===== config.mk =====
export PLATFORM = sky130hd
export DESIGN_NAME = keyframe_playback_timer
export DESIGN_NICKNAME = d
export VERILOG_FILES = /design/src/rtl/core/kpt_pkg.sv /design/src/rtl/core/kpt_ctrl.sv /design/src/rtl/core/kpt_div.sv /design/src/rtl/core/kpt_dp.sv /design/src/rtl/core/keyframe_playback_timer.sv
export SDC_FILE = /design/constraint.sdc
export NUM_CORES = 2
export LEC_CHECK = 0
export BUFFER_PORTS_ARGS = -buffer_cell sky130_fd_sc_hd__buf_2
export CAP_MARGIN = 20
export CORE_MARGIN = 4
export CORE_UTILIZATION = 39
export CTS_CLUSTER_DIAMETER = 150
export CTS_CLUSTER_SIZE = 30
export DETAILED_ROUTE_END_ITERATION = 8
export GPL_ROUTABILITY_DRIVEN = 0
export PLACE_DENSITY = 0.58
export SETUP_SLACK_MARGIN = 0.4
export SYNTH_ARGS = -nofsm -noshare
export SYNTH_HDL_FRONTEND = slang
export SYNTH_SLANG_ARGS = --single-unit

===== constraint.sdc =====
create_clock -name clk -period 31.6 [get_ports clk]
set_clock_uncertainty 0.1 [all_clocks]
set_input_delay 6.32 -clock clk [delete_from_list [all_inputs] [get_ports clk]]
set_output_delay 6.32 -clock clk [all_outputs]
set_load 0.02 [all_outputs]

===== src/rtl/core/kpt_pkg.sv =====
package kpt_pkg;

  localparam int TIME_BITS  = 32;
  localparam int FRAME_BITS = 20;
  localparam int FPS_BITS   = 8;
  localparam int RATIO_BITS = 17;
  localparam int SPEED_BITS = 16;
  localparam int DELTA_BITS = 16;
  // Dividend width covers (first + offset) << 16 and elapsed << 16.
  localparam int DIV_BITS   = TIME_BITS + 17;
  localparam int DIV_CNT_BITS = $clog2(DIV_BITS + 1);

  localparam logic [TIME_BITS-1:0]  FINISH_EPS = TIME_BITS'(66);
  localparam logic [SPEED_BITS-1:0] SPEED_ONE  = SPEED_BITS'(256);
  localparam logic [RATIO_BITS-1:0] RATIO_ONE  = RATIO_BITS'(65536);
  localparam logic [FPS_BITS-1:0]   FPS_RESET  = FPS_BITS'(30);
  localparam logic [FRAME_BITS-1:0] FRAME_MAX  = '1;

  typedef enum logic [1:0] {
    CMD_TICK = 2'd0,
    CMD_PLAY = 2'd1,
    CMD_SEEK = 2'd2,
    CMD_NONE = 2'd3
  } cmd_t;

  typedef enum logic [0:0] {
    REG_FPS  = 1'b0,
    REG_PLAY = 1'b1
  } reg_idx_t;

  // Controller to datapath.
  typedef struct packed {
    logic start_fade_div;  // load divider with elapsed/duration
    logic start_seek_div;  // load divider with frame/fps
    logic do_tick;         // advance time or fade elapsed
    logic do_play;         // load pending clip
    logic do_fade_end;     // finish fade or compute ratio
    logic do_frames;       // compute frame outputs
    logic do_frames2;      // second step: saturate and finish
    logic do_seek_end;     // clamp seek result
  } cmd_bus_t;

  // Datapath to controller.
  typedef struct packed {
    logic fading;
    logic fade_done;   // elapsed >= duration
    logic div_busy;
  } sts_bus_t;

endpackage


===== src/rtl/core/kpt_ctrl.sv =====
module kpt_ctrl
  import kpt_pkg::*;
(
  input  logic                 clk,
  input  logic                 rst,
  input  logic                 in_go,
  input  logic [1:0]           in_cmd,
  input  sts_bus_t             sts,
  input  logic                 out_free,
  output logic                 busy,
  output logic                 out_load,
  output cmd_bus_t             cmd
);

  typedef enum logic [7:0] {
    S_IDLE  = 8'b0000_0001,
    S_TICK  = 8'b0000_0010,
    S_FRM1  = 8'b0000_0100,
    S_FRM2  = 8'b0000_1000,
    S_FDIV  = 8'b0001_0000,
    S_SDIV  = 8'b0010_0000,
    S_FADE  = 8'b0100_0000,
    S_OUT   = 8'b1000_0000
  } state_t;

  state_t state, state_next;

  always_ff @(posedge clk) begin
    if (rst) begin
      state <= S_IDLE;
    end else begin
      state <= state_next;
    end
  end

  always_comb begin
    state_next = state;
    cmd        = '0;
    out_load   = 1'b0;
    busy       = (state != S_IDLE);
    case (state)
      S_IDLE: begin
        if (in_go) begin
          case (in_cmd)
            CMD_TICK: begin
              cmd.do_tick = 1'b1;
              state_next  = S_TICK;
            end
            CMD_PLAY: begin
              cmd.do_play = 1'b1;
              state_next  = S_OUT;
            end
            CMD_SEEK: begin
              cmd.start_seek_div = 1'b1;
              state_next = S_SDIV;
            end
            default: state_next = S_OUT;
          endcase
        end
      end
      S_TICK: begin
        if (sts.fading) begin
          if (sts.fade_done) begin
            cmd.do_fade_end = 1'b1;
            state_next = S_OUT;
          end else begin
            cmd.start_fade_div = 1'b1;
            state_next = S_FDIV;
          end
        end else begin
          cmd.do_frames = 1'b1;
          state_next = S_FRM1;
        end
      end
      S_FRM1: begin
        cmd.do_frames2 = 1'b1;
        state_next = S_FRM2;
      end
      S_FRM2: state_next = S_OUT;
      S_FDIV: begin
        if (!sts.div_busy) begin
          cmd.do_fade_end = 1'b1;
          state_next = S_OUT;
        end
      end
      S_SDIV: begin
        if (!sts.div_busy) begin
          cmd.do_seek_end = 1'b1;
          state_next = S_FADE;
        end
      end
      S_FADE: state_next = S_OUT;
      S_OUT: begin
        if (out_free) begin
          out_load   = 1'b1;
          state_next = S_IDLE;
        end
      end
      default: state_next = S_IDLE;
    endcase
  end

endmodule


===== src/rtl/core/kpt_div.sv =====
module kpt_div
  import kpt_pkg::*;
(
  input  logic                clk,
  input  logic                rst,
  input  logic                start,
  input  logic [DIV_BITS-1:0] dividend,
  input  logic [TIME_BITS-1:0] divisor,
  output logic                busy,
  output logic [DIV_BITS-1:0] quotient
);

  logic [DIV_BITS-1:0]     quo;
  logic [TIME_BITS:0]      rem;
  logic [TIME_BITS-1:0]    dvs;
  logic [DIV_CNT_BITS-1:0] cnt;
  logic [TIME_BITS:0]      trial;
  logic [TIME_BITS+1:0]    diff;

  assign trial = {rem[TIME_BITS-1:0], quo[DIV_BITS-1]};
  assign diff  = {1'b0, trial} - {2'b00, dvs};
  assign quotient = quo;

  // One quotient bit per cycle, restoring.
  always_ff @(posedge clk) begin
    if (rst) begin
      busy <= 1'b0;
      cnt  <= '0;
    end else if (start) begin
      busy <= 1'b1;
      cnt  <= DIV_CNT_BITS'(DIV_BITS);
    end else if (busy) begin
      cnt <= cnt - 1'b1;
      if (cnt == DIV_CNT_BITS'(1)) busy <= 1'b0;
    end
  end

  always_ff @(posedge clk) begin
    if (start) begin
      quo <= dividend;
      rem <= '0;
      dvs <= divisor;
    end else if (busy) begin
      if (!diff[TIME_BITS+1]) begin
        rem <= diff[TIME_BITS:0];
        quo <= {quo[DIV_BITS-2:0], 1'b1};
      end else begin
        rem <= trial;
        quo <= {quo[DIV_BITS-2:0], 1'b0};
      end
    end
  end

endmodule


===== src/rtl/core/kpt_dp.sv =====
module kpt_dp
  import kpt_pkg::*;
(
  input  logic                  clk,
  input  logic                  rst,
  input  cmd_bus_t              cmd,
  output sts_bus_t              sts,
  input  logic [FPS_BITS-1:0]   fps,
  input  logic                  play_en,
  input  logic [DELTA_BITS-1:0] delta_time,
  input  logic [SPEED_BITS-1:0] speed,
  input  logic [31:0]           fade_duration,
  input  logic [31:0]           clip_start_time,
  input  logic [31:0]           clip_length,
  input  logic [19:0]           clip_first_frame,
  input  logic [19:0]           clip_last_frame,
  input  logic                  repeat_flag,
  input  logic                  reverse_flag,
  input  logic [19:0]           seek_frame,
  output logic [FRAME_BITS-1:0] frame_q,
  output logic [FRAME_BITS-1:0] next_q,
  output logic [RATIO_BITS-1:0] ratio_q,
  output logic                  fading_q,
  output logic                  finished_c
);

  typedef struct packed {
    logic [TIME_BITS-1:0]  start;
    logic [TIME_BITS-1:0]  length;
    logic [FRAME_BITS-1:0] first;
    logic [FRAME_BITS-1:0] last;
    logic                  rpt;
    logic                  rev;
    logic [SPEED_BITS-1:0] speed;
  } clip_t;

  localparam clip_t CLIP_RESET = '{start: '0, length: '0, first: '0, last: '0,
                                   rpt: 1'b1, rev: 1'b0, speed: SPEED_ONE};

  clip_t cur, pend;
  logic [TIME_BITS-1:0]  clip_time, elapsed, dur;
  logic [TIME_BITS+FPS_BITS:0] pos;
  logic                  div_busy;
  logic [DIV_BITS-1:0]   div_q, div_a;
  logic [TIME_BITS-1:0]  div_b;
  logic                  div_start;
  logic [FPS_BITS-1:0]   efps;
  logic [DELTA_BITS+SPEED_BITS-9:0] step;
  logic [TIME_BITS:0]    sum, esum;
  logic [TIME_BITS+FPS_BITS-16:0] frm_raw;
  logic [FRAME_BITS-1:0] frm;
  logic [15:0]           frac;
  logic [TIME_BITS-1:0]  span;
  logic [DIV_BITS-1:0]   tgt;
  logic [DIV_BITS-1:0]   seek_num;
  logic [FRAME_BITS:0]   ff_sum;

  function automatic logic [TIME_BITS-1:0] sat32(input logic [31:0] v);
    sat32 = (TIME_BITS >= 32) ? TIME_BITS'(v) :
            ((v >> TIME_BITS) != 0 ? '1 : TIME_BITS'(v));
  endfunction

  assign efps = (fps == '0) ? FPS_BITS'(1) : fps;
  assign step = (DELTA_BITS+SPEED_BITS-8)'((32'(delta_time) * 32'(cur.speed)) >> 8);
  assign sum  = {1'b0, clip_time} + (TIME_BITS+1)'(step);
  assign esum = {1'b0, elapsed} + (TIME_BITS+1)'(step);

  assign ff_sum   = {1'b0, cur.first} + {1'b0, seek_frame};
  assign seek_num = DIV_BITS'(ff_sum) << 16;

  assign div_start = cmd.start_fade_div | cmd.start_seek_div;
  assign div_a = cmd.start_fade_div ? (DIV_BITS'(elapsed) << 16) : seek_num;
  assign div_b = cmd.start_fade_div ? dur : TIME_BITS'(efps);

  kpt_div u_div (
    .clk(clk), .rst(rst), .start(div_start), .dividend(div_a),
    .divisor(div_b), .busy(div_busy), .quotient(div_q)
  );

  assign tgt = div_q - DIV_BITS'(cur.start);

  assign frm_raw = pos[TIME_BITS+FPS_BITS:16];
  assign frm  = ((frm_raw >> FRAME_BITS) != 0) ? FRAME_MAX : FRAME_BITS'(frm_raw);
  assign frac = pos[15:0];

  assign sts.fading    = fading_q;
  assign sts.fade_done = elapsed >= dur;
  assign sts.div_busy  = div_busy;

  assign span = (clip_time > cur.length) ? clip_time - cur.length
                                         : cur.length - clip_time;
  assign finished_c = !fading_q && (cur.rev ? (clip_time < FINISH_EPS)
                                            : (span < FINISH_EPS));

  always_ff @(posedge clk) begin
    if (rst) begin
      cur <= CLIP_RESET; pend <= CLIP_RESET;
      clip_time <= '0; elapsed <= '0; dur <= '0; fading_q <= 1'b0;
      frame_q <= '0; next_q <= '0; ratio_q <= '0; pos <= '0;
    end else begin
      if (cmd.do_tick && play_en) begin
        if (fading_q) begin
          elapsed <= esum[TIME_BITS] ? '1 : esum[TIME_BITS-1:0];
        end else if (cur.rev) begin
          if (TIME_BITS'(step) >= clip_time || (step >> TIME_BITS) != 0)
            clip_time <= cur.rpt ? cur.length : '0;
          else
            clip_time <= clip_time - TIME_BITS'(step);
        end else begin
          if (sum >= {1'b0, cur.length})
            clip_time <= cur.rpt ? '0 : cur.length;
          else
            clip_time <= sum[TIME_BITS-1:0];
        end
      end
      if (cmd.do_frames)
        pos <= (TIME_BITS+FPS_BITS+1)'({1'b0, cur.start} + {1'b0, clip_time}) *
               (TIME_BITS+FPS_BITS+1)'(efps);
      if (cmd.do_frames2) begin
        frame_q <= frm;
        if (cur.rev) begin
          next_q  <= (frm <= cur.first) ? frm : frm - 1'b1;
          ratio_q <= RATIO_ONE - RATIO_BITS'(frac);
        end else begin
          next_q  <= (frm >= cur.last) ? frm : frm + 1'b1;
          ratio_q <= RATIO_BITS'(frac);
        end
      end
      if (cmd.do_fade_end) begin
        if (elapsed >= dur) begin
          cur <= pend;
          clip_time <= pend.rev ? pend.length : '0;
          pend <= CLIP_RESET;
          fading_q <= 1'b0;
          elapsed <= '0; dur <= '0;
          frame_q <= next_q;
          ratio_q <= '0;
        end else begin
          ratio_q <= RATIO_BITS'(div_q);
        end
      end
      if (cmd.do_play) begin
        pend.speed  <= speed;
        dur         <= sat32(fade_duration);
        pend.start  <= sat32(clip_start_time);
        pend.length <= sat32(clip_length);
        pend.first  <= FRAME_BITS'(clip_first_frame);
        pend.last   <= FRAME_BITS'(clip_last_frame);
        pend.rpt    <= repeat_flag;
        pend.rev    <= reverse_flag;
        elapsed     <= '0;
        fading_q    <= 1'b1;
        next_q      <= reverse_flag ? FRAME_BITS'(clip_last_frame)
                                    : FRAME_BITS'(clip_first_frame);
      end
      if (cmd.do_seek_end) begin
        if (div_q <= DIV_BITS'(cur.start))
          clip_time <= '0;
        else if (tgt > DIV_BITS'(cur.length))
          clip_time <= cur.length;
        else
          clip_time <= TIME_BITS'(tgt);
      end
    end
  end

endmodule


===== src/rtl/core/keyframe_playback_timer.sv =====
// Channel  | Direction | Handshake           | Payload
// input    | in        | in_valid / in_stall | command .. seek_frame
// result   | out       | out_valid/out_stall | frame_index .. finished
// config   | in        | cfg_valid/cfg_ready | cfg_index, cfg_data
//
// One item at a time. Play and the unused code go straight to S_OUT; a tick
// without a fade passes S_TICK, S_FRM1 and S_FRM2, a tick that ends a fade
// S_TICK, a tick mid-fade S_TICK and S_FDIV, and a seek S_SDIV and S_FADE,
// before S_OUT loads the result. The shared restoring divider yields one
// quotient bit per cycle over 49 bits. Reset is synchronous; it restores the
// clip, fade and register defaults. The result register holds a beat while
// out_stall is high; the input is stalled until the result is loaded.
module keyframe_playback_timer
  import kpt_pkg::*;
(
  input  logic        clk,
  input  logic        rst,
  input  logic        in_valid,
  output logic        in_stall,
  input  logic [1:0]  command,
  input  logic [15:0] delta_time,
  input  logic [15:0] speed,
  input  logic [31:0] fade_duration,
  input  logic [31:0] clip_start_time,
  input  logic [31:0] clip_length,
  input  logic [19:0] clip_first_frame,
  input  logic [19:0] clip_last_frame,
  input  logic        repeat_flag,
  input  logic        reverse_flag,
  input  logic [19:0] seek_frame,
  output logic        out_valid,
  input  logic        out_stall,
  output logic [19:0] frame_index,
  output logic [19:0] next_frame_index,
  output logic [16:0] blend_ratio,
  output logic        fading,
  output logic        finished,
  input  logic        cfg_valid,
  output logic        cfg_ready,
  input  logic [0:0]  cfg_index,
  input  logic [7:0]  cfg_data
);

  cmd_bus_t cmd;
  sts_bus_t sts;
  logic busy, out_load, in_go, out_free;
  logic [FPS_BITS-1:0] fps;
  logic play_en;
  logic [FRAME_BITS-1:0] frame_q, next_q;
  logic [RATIO_BITS-1:0] ratio_q;
  logic fading_q, finished_c;

  // Take an item only when the controller is idle.
  assign in_stall = busy;
  assign in_go    = in_valid && !busy;
  assign out_free = !out_valid || !out_stall;
  assign cfg_ready = 1'b1;

  // Configuration registers.
  always_ff @(posedge clk) begin
    if (rst) begin
      fps     <= FPS_RESET;
      play_en <= 1'b1;
    end else if (cfg_valid) begin
      case (cfg_index)
        REG_FPS:  fps     <= cfg_data;
        REG_PLAY: play_en <= cfg_data[0];
        default: ;
      endcase
    end
  end

  kpt_ctrl u_ctrl (
    .clk(clk), .rst(rst), .in_go(in_go), .in_cmd(command), .sts(sts),
    .out_free(out_free), .busy(busy), .out_load(out_load), .cmd(cmd)
  );

  kpt_dp u_dp (
    .clk(clk), .rst(rst), .cmd(cmd), .sts(sts), .fps(fps), .play_en(play_en),
    .delta_time(delta_time), .speed(speed), .fade_duration(fade_duration),
    .clip_start_time(clip_start_time), .clip_length(clip_length),
    .clip_first_frame(clip_first_frame), .clip_last_frame(clip_last_frame),
    .repeat_flag(repeat_flag), .reverse_flag(reverse_flag),
    .seek_frame(seek_frame), .frame_q(frame_q), .next_q(next_q),
    .ratio_q(ratio_q), .fading_q(fading_q), .finished_c(finished_c)
  );

  // Result register: hold the beat while stalled.
  always_ff @(posedge clk) begin
    if (rst) begin
      out_valid <= 1'b0;
    end else if (out_load) begin
      out_valid <= 1'b1;
    end else if (!out_stall) begin
      out_valid <= 1'b0;
    end
  end

  always_ff @(posedge clk) begin
    if (out_load) begin
      frame_index      <= 20'(frame_q);
      next_frame_index <= 20'(next_q);
      blend_ratio      <= ratio_q;
      fading           <= fading_q;
      finished         <= finished_c;
    end
  end

endmodule


==> qor.csv <==
stage;metric;value;unit
floorplan;Rows;142;
setup_path;startpoint types;primary input;
timing;min setup slack post-route;14.05;ns
clock_tree;Clock transition at path regs;0.13;ns
clock_tree;TritonCTS clock tree;done;
finish;Final Net Count;8333;
hold_path;Hold Startpoint;u_dp.frame_q[19];
setup_path;FF-to-FF setup slack;19.21;ns
drt;First DRT Iteration DRCs;5274;
setup_path;Worst Path Required;32.07;ns
setup_path;Critical R2R Capture;u_dp.clip_time[0];
floorplan;core area;150100;um2
pwr;PD cells;32.08;nW/um2
floorplan;DIE AREA;157800;um2
drt;ANT nets after route;0;
yosys;post-synth cell types;89;
timing;achievable frequency;56.98;MHz
floorplan;Starting Density;0.3935;
finish;Layout Utilization;0.4205;
timing;RSZ-0062 raised after global routing;no;
timing;Final Hold Viols;0;
timing;setup TNS;0;ns
clock_tree;clock buffer depth;3;
drt;DRC viols;0;
clock_tree;TritonCTS Sinks;636;
drt;Routed WL per cell;22.92;um
global_routing;GRT Overall Usage;0.2591;
global_routing;grt total ovfl;0;
pwr;P_leak;26.85;nW
global_routing;global-route wire length before repair;318700;um
yosys;Main synth FF type;dfxtp_1;
setup_path;worst r2r src;u_dp.cur[3];
finish;share of cells above drive strength 1;0.06524;
yosys;Synth Instances;7180;
yosys;ys async rst share;0;
clock_tree;CTS Root Cell;clkbuf_16;
timing;hold slack;0.3515;ns
placed_design;DP Worst Slack;13.59;ns
yosys;Syn. warnings;0;
setup_path;Worst Path Arrival;18.02;ns
floorplan;die height;397.2;um
pwr;Max rail drop VDD;0.04568;mV
setup_path;nature of the critical path endpoint;flop;
finish;fillers;15280;
global_routing;largest net degree at the start of global routing;95;
yosys;area of the mapped netlist;59080;um2
placed_design;Port Buf Inserts;266;
hold_path;Hold EP;frame_index[19];
drt;TritonRoute pass-1 iters;6;
hold_path;hold path cells;0;
clock_tree;Resized Gates After CTS;0;
timing;Final setup viols;0;
clock_tree;CTS HTree Levels;1;
timing;Period minus WS final;17.55;ns
run;Max-Cap Viols;0;
finish;area grow syn2layout;6.866;%
setup_path;Worst R2R Path Depth;41;
timing;slew margin rel.;0.1950;
global_routing;initial antenna violation count;14;
drt;via count;53700;
setup_path;critical path's slowest cell;a21oi_1;
timing;worst slew pin tran;1.196;ns
finish;most common cell after layout, fill and taps aside;nand2_1;
clock_tree;post-CTS setup buffers;0;
yosys;Post-synth EDFFs;140;
yosys;Syn Nets;8329;
run_status;status;finished clean;
clock_tree;hold_buf cts;0;
hold_path;HP Class;flop to flop;
drt;Post-Route WL;211500;um
floorplan;die span in x;397.2;um
floorplan;I/O pin count;268;
yosys;Seq/Total Area, Yosys;0.2392;
timing;Final Cycle Share;0.5554;
yosys;mean post-synth cell area;8.228;um2
drt;post-DR vias/cell;5.820;
clock_tree;clock latency at the later pin of the worst-skew pair;0.71;ns
timing;Final Slew Violations;0;
clock_tree;Num CTS Buffers;28;
finish;commonest cells after routing, fill and taps aside;997 x nand2_1, 708 x inv_1, 616 x a21oi_1;
global_routing;vias in the first global route;51390;
placed_design;HPWL Detailed;165900;um
yosys;synthesized flop and latch total;636;
setup_path;WS Path Type;primary input to flop;
setup_path;highest cell delay on the worst timing path;0.61;ns
setup_path;Max FO, Critical Path;60;
[how the worst max path moves through the flow]
stage	start	slack, ns	to
final	delta_time[3]	14.05	u_dp.clip_time[0]
after detailed placement	delta_time[3]	13.59	u_dp.clip_time[30]
after global placement	delta_time[3]	13.71	u_dp.clip_time[30]
after floorplan	delta_time[8]	15.18	u_dp.clip_time[23]
after CTS	delta_time[3]	14.25	u_dp.clip_time[30]
after global routing	delta_time[4]	13.39	u_dp.clip_time[0]
[cells in the mapped netlist (17+ instances only)]
| cell type | n | area, um2 |
|---|---|---|
| fa_1 | 388 | 7767 |
| nand2_1 | 997 | 3742 |
| nor2_1 | 426 | 1599 |
| a31oi_1 | 59 | 369.1 |
| a21boi_0 | 17 | 127.6 |
| a21oi_1 | 617 | 3088 |
| dfxtp_1 | 496 | 9930 |
| nor3_1 | 112 | 560.5 |
| and3_1 | 57 | 356.6 |
| inv_1 | 709 | 2661 |
| o21ai_0 | 265 | 1326 |
| a311oi_1 | 25 | 219.0 |
| o211ai_1 | 59 | 442.9 |
| edfxtp_1 | 140 | 4204 |
| nand2b_1 | 51 | 319.1 |
| o311ai_0 | 28 | 245.2 |
| nor2b_1 | 52 | 325.3 |
| o221ai_1 | 23 | 201.4 |
| a211oi_1 | 83 | 623.1 |
| nand3_1 | 131 | 655.6 |
| mux2i_1 | 99 | 991.0 |
| o21bai_1 | 43 | 322.8 |
| a22o_1 | 103 | 902.1 |
| o21a_1 | 49 | 367.9 |
| o22ai_1 | 33 | 206.5 |
| or4_1 | 29 | 217.7 |
| or3_1 | 33 | 206.5 |
| a21o_1 | 162 | 1216 |
| mux2_2 | 19 | 214.0 |
| o31ai_1 | 33 | 247.7 |
| nor4_1 | 46 | 287.8 |
| nand4_1 | 82 | 513.0 |
| xor2_1 | 102 | 893.4 |
| ha_1 | 555 | 6944 |
| and2_1 | 246 | 1539 |
| clkbuf_1 | 337 | 1265 |
| buf_1 | 20 | 75.07 |
| xnor2_1 | 173 | 1515 |
[flip-flops by register name, summed over array words and instances, names as in the netlist, 32 cells and up]
name and flops:
u_dp.clip_time 32, u_dp.cur 122, u_dp.dur 32, u_dp.elapsed 32, u_dp.pend 122, u_dp.pos 41
u_dp.u_div.dvs 32, u_dp.u_div.quotient 49, u_dp.u_div.rem 32
[stage by stage]
step                      instances  power (W)  cell area, um2
after global placement         9170   0.001536           62220
final                          9227   0.002026           63140
after global routing           9221   0.002123           63120
after floorplan                7180   0.001357           59080
after CTS                      9220   0.002024           63120
after detailed placement       9170   0.001544           62220
[critical path: cells and delay by family]
family	cells	cell delay, ns
compound gates	18	5.18
xor+xnor	2	0.42
fa+ha+maj	9	3.76
buf+inv	7	1.02
mux	1	0.40
simple gates	6	0.83
[cell families after synthesis]
kind of cell | Yosys count | synth area share
AO/OA/AOI/OAI | 1786 | 0.1960
XOR/XNOR | 275 | 0.04077
adder cells (fa/ha/maj) | 943 | 0.2490
buffers and inverters | 1088 | 0.06982
flip-flops | 636 | 0.2392
multiplexers | 121 | 0.02097
other | 1 | 0.00006347
AND/OR/NAND/NOR | 2330 | 0.1841
[cell type report]
type                    instances  area [um2]  share of cell area
diodes                          7       17.52           0.0002774
clock buffers                  39       742.0             0.01175
clock inverters                11       153.9            0.002438
inverters                     714        2680             0.04245
multi-input cells            5456       40930              0.6482
flip-flops and latches        636       14140              0.2239
well taps                    2016        2522             0.03995
repair buffers                348        1957             0.03099
[power breakdown]
part | switching (W) | leakage (nW) | internal [W]
logic | 0.000390 | 21.1 | 0.000236
clock network | 0.000305 | 0.425 | 0.000176
registers | 0.0000422 | 5.28 | 0.000876
[routing by layer]
layer	up-vias	track usage	part of all wire	wire, um
li1	24840	-	-	-
met1	26270	0.3582	0.43	91690
met2	2166	0.4133	0.45	94540
met3	413	0.04204	0.080	16920
met4	8	0.08424	0.039	8299
met5	-	0	0.00025	52
Note: power is estimated with default switching activity, not from simulation.
